==> src/design/wvm_pkg.sv <==
// wvm_pkg: types, constants and sizes shared by the wavetable voice mixer
// depends on nothing; used by every module of the mixer
package wvm_pkg;

   localparam int NUM_VOICES   = 8;
   localparam int FRAC_BITS    = 12;
   localparam int SAMPLE_DEPTH = 65536;

   localparam int ADDR_W  = $clog2(SAMPLE_DEPTH);
   localparam int VIDX_W  = (NUM_VOICES > 1) ? $clog2(NUM_VOICES) : 1;
   localparam int DIV_W   = 18 + FRAC_BITS;
   localparam int DCNT_W  = $clog2(DIV_W + 1);
   localparam int PROD_W  = 25;
   localparam int SUM_W   = PROD_W + VIDX_W + 1;
   localparam int SH_W    = SUM_W - 8;
   localparam int SCL_W   = SH_W + 9;
   localparam int FIN_W   = SCL_W - 8;
   localparam int QDEPTH  = 2;

   localparam logic [1:0] CSR_SAMPLE_RATE   = 2'd0;
   localparam logic [1:0] CSR_MASTER_VOLUME = 2'd1;
   localparam logic [1:0] CSR_MUTED         = 2'd2;

   localparam logic signed [15:0] CLAMP_HI = 16'sh7fff;
   localparam logic signed [15:0] CLAMP_LO = -16'sh7fff;

   typedef enum logic [1:0] {
      KIND_TICK   = 2'd0,
      KIND_WRITE  = 2'd1,
      KIND_START  = 2'd2,
      KIND_VOLUME = 2'd3
   } kind_type;

   typedef enum logic [2:0] {
      ST_IDLE, ST_DIV, ST_READ, ST_MUL, ST_ACC, ST_SCALE, ST_FIN
   } back_state_type;

   typedef struct packed {
      kind_type           kind;
      logic [2:0]         voice;
      logic [15:0]        address;
      logic signed [15:0] sample_data;
      logic [16:0]        track_length;
      logic [15:0]        loop_start;
      logic [16:0]        loop_end;
      logic [17:0]        frequency;
      logic [7:0]         voice_volume;
   } req_type;

   typedef struct packed {
      logic [17:0] sample_rate;
      logic [7:0]  master_volume;
      logic        muted;
   } cfg_type;

   typedef struct packed {
      logic    valid;
      req_type head;
      logic [1:0] count;
   } queue_status_type;

   typedef struct packed {
      logic        done;
      logic [31:0] quotient;
   } div_status_type;

endpackage

==> src/design/wvm_front.sv <==
// wvm_front: takes requests and holds them in a short queue for the back end
// depends on wvm_pkg
module wvm_front (
   input  logic                        clock,
   input  logic                        reset,
   input  logic                        start,
   input  wvm_pkg::req_type            req,
   input  logic                        pop,
   output logic                        busy,
   output wvm_pkg::queue_status_type   status
);

   wvm_pkg::req_type entry_ff [wvm_pkg::QDEPTH];
   logic       wr_ptr_ff, wr_ptr_in;
   logic       rd_ptr_ff, rd_ptr_in;
   logic [1:0] count_ff, count_in;
   logic       push;

   assign busy = (count_ff == 2'(wvm_pkg::QDEPTH));
   assign push = start && !busy;

   always_comb begin
      wr_ptr_in = wr_ptr_ff;
      rd_ptr_in = rd_ptr_ff;
      count_in  = count_ff;
      if (push) begin
         wr_ptr_in = ~wr_ptr_ff;
      end
      if (pop) begin
         rd_ptr_in = ~rd_ptr_ff;
      end
      if (push && !pop) begin
         count_in = count_ff + 2'd1;
      end else if (pop && !push) begin
         count_in = count_ff - 2'd1;
      end
   end

   always_ff @(posedge clock) begin
      if (reset) begin
         wr_ptr_ff <= 1'b0;
         rd_ptr_ff <= 1'b0;
         count_ff  <= 2'd0;
      end else begin
         wr_ptr_ff <= wr_ptr_in;
         rd_ptr_ff <= rd_ptr_in;
         count_ff  <= count_in;
      end
      if (push) begin
         entry_ff[wr_ptr_ff] <= req;
      end
   end

   assign status.valid = (count_ff != 2'd0);
   assign status.head  = entry_ff[rd_ptr_ff];
   assign status.count = count_ff;

endmodule

==> config.mk <==
export PLATFORM = sky130hd
export DESIGN_NAME = wvm_front
export DESIGN_NICKNAME = d
export VERILOG_FILES = /design/src/design/wvm_pkg.sv /design/src/design/wvm_front.sv
export SDC_FILE = /design/constraint.sdc
export NUM_CORES = 1
export LEC_CHECK = 0
export ABC_AREA = 1
export BUFFER_PORTS_ARGS = -buffer_cell sky130_fd_sc_hd__buf_2
export CORE_MARGIN = 1.5
export CORE_UTILIZATION = 45
export CTS_CLUSTER_DIAMETER = 50
export DETAILED_ROUTE_END_ITERATION = 10
export GPL_TIMING_DRIVEN = 0
export MAX_ROUTING_LAYER = met4
export PLACE_DENSITY = 0.73
export SLEW_MARGIN = 20
export SYNTH_ARGS = -nofsm -noshare
export SYNTH_HDL_FRONTEND = slang
export SYNTH_SLANG_ARGS = --single-unit
==> constraint.sdc <==
create_clock -name clock -period 12.79 [get_ports clock]
set_input_delay 2.558 -clock clock [delete_from_list [all_inputs] [get_ports clock]]
set_output_delay 2.558 -clock clock [all_outputs]
set_load 0.005 [all_outputs]
# Yosys cells after proc, flatten, opt, wreduce, memory -nomap -nowiden
# Memories as Yosys holds them, arrays and structs flattened. A register that Yosys moved wholly into a read port is not among the register bits.
# Index checks and enable logic that the tools add are counted.
# word_totals
wordCells,23
n_memories,1
ramBits,226
register_bits,4
# op_classes
n_reduce_logical,8
eq_ne,1
bitwise_logic,2
mux,6
add_sub_neg,2
# mem_list
name,words,word_bits,rd,rd_ports_with_merged_regs,wr,line_no,rtl
entry_ff,2,113,1,1,1,wvm_front.sv:13,wvm_pkg::req_type entry_ff [wvm_pkg::QDEPTH];
# ops
cell,count
two-way mux 1 bit,4
two-way mux 2 bit,2
nonzero test 2 bit,2
logical AND 1 bit,3
logical NOT 1 bit,3
"adder 2 x 1 -> 2 bit, second input constant",1
"equality test 2 bit, second input constant",1
NOT 1 bit,2
"subtractor 2 x 1 -> 2 bit, second input constant",1

# Logic depth before layout (Yosys ltp)
# logic_depth
depth_word,7
ltp_mapped,10

# Worst setup path after synthesis
# No wires, ideal clock.
# synth_timing
path_type,input-to-reg
start,in start
end,"mem entry_ff[0][0] (netlist bit), enable pin"
cell_stages,2
path_buffers,0
setup_time_ps,587
path_slack_ps,4790
arrival_time_ps,7413
t_required_ps,12203
path_cell_list,o21ai_0 -> nor2_1
# synth_via
elab_chain_cells,3
# synth_rtl
element,line_no,rtl
from (decl),wvm_front.sv:6,"input logic start,"
logical AND 1 bit,wvm_front.sv:20,assign push = start && !busy;
two-way mux 1 bit,wvm_front.sv:49,if (push) begin
two-way mux 1 bit (not written as such),wvm_front.sv:50,entry_ff[wr_ptr_ff] <= req;
to (decl),wvm_front.sv:13,
# No other way between the ends.

==> impl_metrics.json <==
{
  "drv_slew": 0,
  "r2r-start": "count_ff[0]$_SDFFE_PP0P_",
  "grt_usage": 0.1559,
  "hold_path_class": "reg -> reg",
  "drv_cap": 0,
  "vias": 4485,
  "avgSynthCellArea_sq_um": 22.43,
  "finalPower_mw": 1.846,
  "yosysSeqAreaShare": 0.7932,
  "ir_drop_mv": 0.1318,
  "cp_data_required_time_ns": 10.23,
  "cts.repair.resized": 0,
  "root_buffer": "clkbuf_16",
  "synth_edf_count": 226,
  "ctsHoldBuffers": 0,
  "clk_latency_ns": 0.51,
  "syn_inst": 387,
  "reg2reg_depth": 4,
  "cp-end-kind": "output pin",
  "worstReg2RegEnd": "entry_ff[1][53]$_DFFE_PP_",
  "synth_cell_types": 16,
  "slew_headroom": 0.4350,
  "syn-num-nets": 505,
  "ys_warn_count": 0,
  "arrival_ns": 1.77,
  "hpwlAfterDp_um": 11020,
  "dr.pass1.iters": 4,
  "min_path_cells": 2,
  "totalWireLength_um": 15800,
  "gp_congestion": 0.7184,
  "setup_tns_ns": 0,
  "synthToLayoutAreaGrowth_pct": 28.75,
  "fin_skew_ns": 0.009746,
  "layout_commonest_cell": "buf_2",
  "drcViolationCount": 0,
  "final_util": 0.5936,
  "ios": 234,
  "pre_cts_ws_ns": 8.370,
  "cts_tree": "built",
  "final_cell_mix": "237 x buf_2, 226 x edfxtp_1, 70 x mux2_4",
  "grt_pass1_vias": 4687,
  "reg2reg_slack_ns": 10.58,
  "status": "complete, no violations",
  "rows": 50,
  "die-area_sq_mm": 0.02014,
  "worstMarginPinSlew_ns": 0.8386,
  "worst_slack_ns": 8.458,
  "path_clk_slew_ns": 0.06,
  "clock_path_buffers": 3,
  "path_common_cell": "buf_6",
  "p_leak_nw": 4.388,
  "setup_viol": 0,
  "fin_crit_sh": 0.3387,
  "hp-start": "rd_ptr_ff$_SDFFE_PP0P_",
  "routedWlPerCell_um": 16.88,
  "clock-sinks": 231,
  "final-instance-count-excl-fill": 936,
  "viasPerCell": 4.792,
  "cts-htree-levels": 1,
  "die_h_um": 141.9,
  "grt_pass1_wl_um": 23710,
  "synthesis.area_sq_mm": 0.008682,
  "worstPathMaxFanout": 10,
  "initial_utilization": 0.4611,
  "rsz0062_at_grt": "no",
  "async_flop_share": 0,
  "cts_setup_buffers": 0,
  "ant_nets": 0,
  "worstSetupStartpointType": "flip-flop",
  "period_needed_ns": 4.332,
  "nets": 774,
  "portBuffers": 233,
  "grt_overflow": 0,
  "path_cells": "buf_6 > buf_8 > buf_6 > mux2_4 > buf_2",
  "synth-seq-cells": 231,
  "crit_type": "reg -> out",
  "core_sq_mm": 0.01883,
  "drive_above_1_share": 0.6000,
  "die_width_um": 141.9,
  "fmax_ghz": 0.2308,
  "slowest_stage": "dfxtp_1",
  "numCtsBuffers": 26,
  "ys.flop_type": "edfxtp_1",
  "p_per_area_mw_per_mm2": 165.2,
  "hold_violations": 0,
  "grt_antenna_before_repair": 1,
  "critPathMaxStageDelay_ns": 0.32,
  "dpl.cell_count": 888,
  "drtIter0Drc": 166,
  "grt_max_degree": 29
}
[cells by family (layout without fill, tap and decap cells)]
logic type | Yosys count | in the layout | synth area share
buffers and inverters | 22 | 310 | 0.01830
multiplexers | 113 | 113 | 0.1768
AND/OR/NAND/NOR | 15 | 15 | 0.006918
adder cells (fa/ha/maj) | 1 | 1 | 0.001441
flip-flops | 231 | 231 | 0.7932
other | 0 | 1 | 0
AO/OA/AOI/OAI | 4 | 4 | 0.002305
XOR/XNOR | 1 | 1 | 0.001009
[routing by layer]
layer | wire, um | GRT usage | part of all wire | up-vias
met3 | 1195 | 0.03982 | 0.076 | 35
met1 | 6528 | 0.1883 | 0.41 | 2189
met2 | 7629 | 0.2580 | 0.48 | 194
met5 | 0 | - | 0 | -
met4 | 444 | 0.05046 | 0.028 | 0
li1 | - | - | - | 2067
[critical path: cells and delay by family (launching register included)]
kind | cells | cell delay [ns]
mux | 1 | 0.32
buf+inv | 4 | 0.62
flops | 1 | 0.32
[per-stage QoR]
| stage | hold slack (ns) | instance area (sq um) |
|---|---|---|
| global placement | 0.4882 | 10170 |
| CTS | 0.5281 | 11180 |
| global route | 0.5764 | 11180 |
| finish | 0.5265 | 11180 |
| detailed placement | 0.5142 | 10360 |
| floorplan | 0.4760 | 8682 |
[cells in the mapped netlist (3+ instances only)]
cell type / instances / area [sq um]
mux2_2: 43 / 484.2
mux2_4: 70 / 1051
nor2_1: 8 / 30.03
buf_2: 4 / 20.02
inv_1: 9 / 33.78
o21ai_0: 3 / 15.01
dfxtp_1: 5 / 100.1
nand2_1: 5 / 18.77
edfxtp_1: 226 / 6787
buf_6: 8 / 90.09
[worst max-delay path by stage]
stage,cells after the start,endpoint
finish,5,status[38]
global route,5,status[38]
CTS,5,status[38]
detailed placement,5,entry_ff[1][55]$_DFFE_PP_
global placement,3,entry_ff[1][57]$_DFFE_PP_
floorplan,2,entry_ff[0][0]$_DFFE_PP_
[state kept, by name (all words and copies together), names as in the netlist, named ones only]
| name | cells |
|---|---|
| wr_ptr_ff | 1 |
| entry_ff | 226 |
| rd_ptr_ff | 1 |
| count_ff | 2 |
[area by class of cell]
type	count	area [sq um]
Sequential cell	231	6887
Clock buffer	37	723.2
Fill cell	1399	7652
Clock inverter	10	88.84
Buffer	13	125.1
Antenna cell	1	2.502
Inverter	9	33.78
Multi-Input combinational cell	134	1652
Tap cell	260	325.3
Timing Repair Buffer	241	1341
[power breakdown]
group	internal [mW]	switching, mW
Combinational	0.126	0.109
Clock	0.415	0.278
Sequential	0.903	0.0147
Total	1.44	0.402
Power figures use the tool's default switching activity.
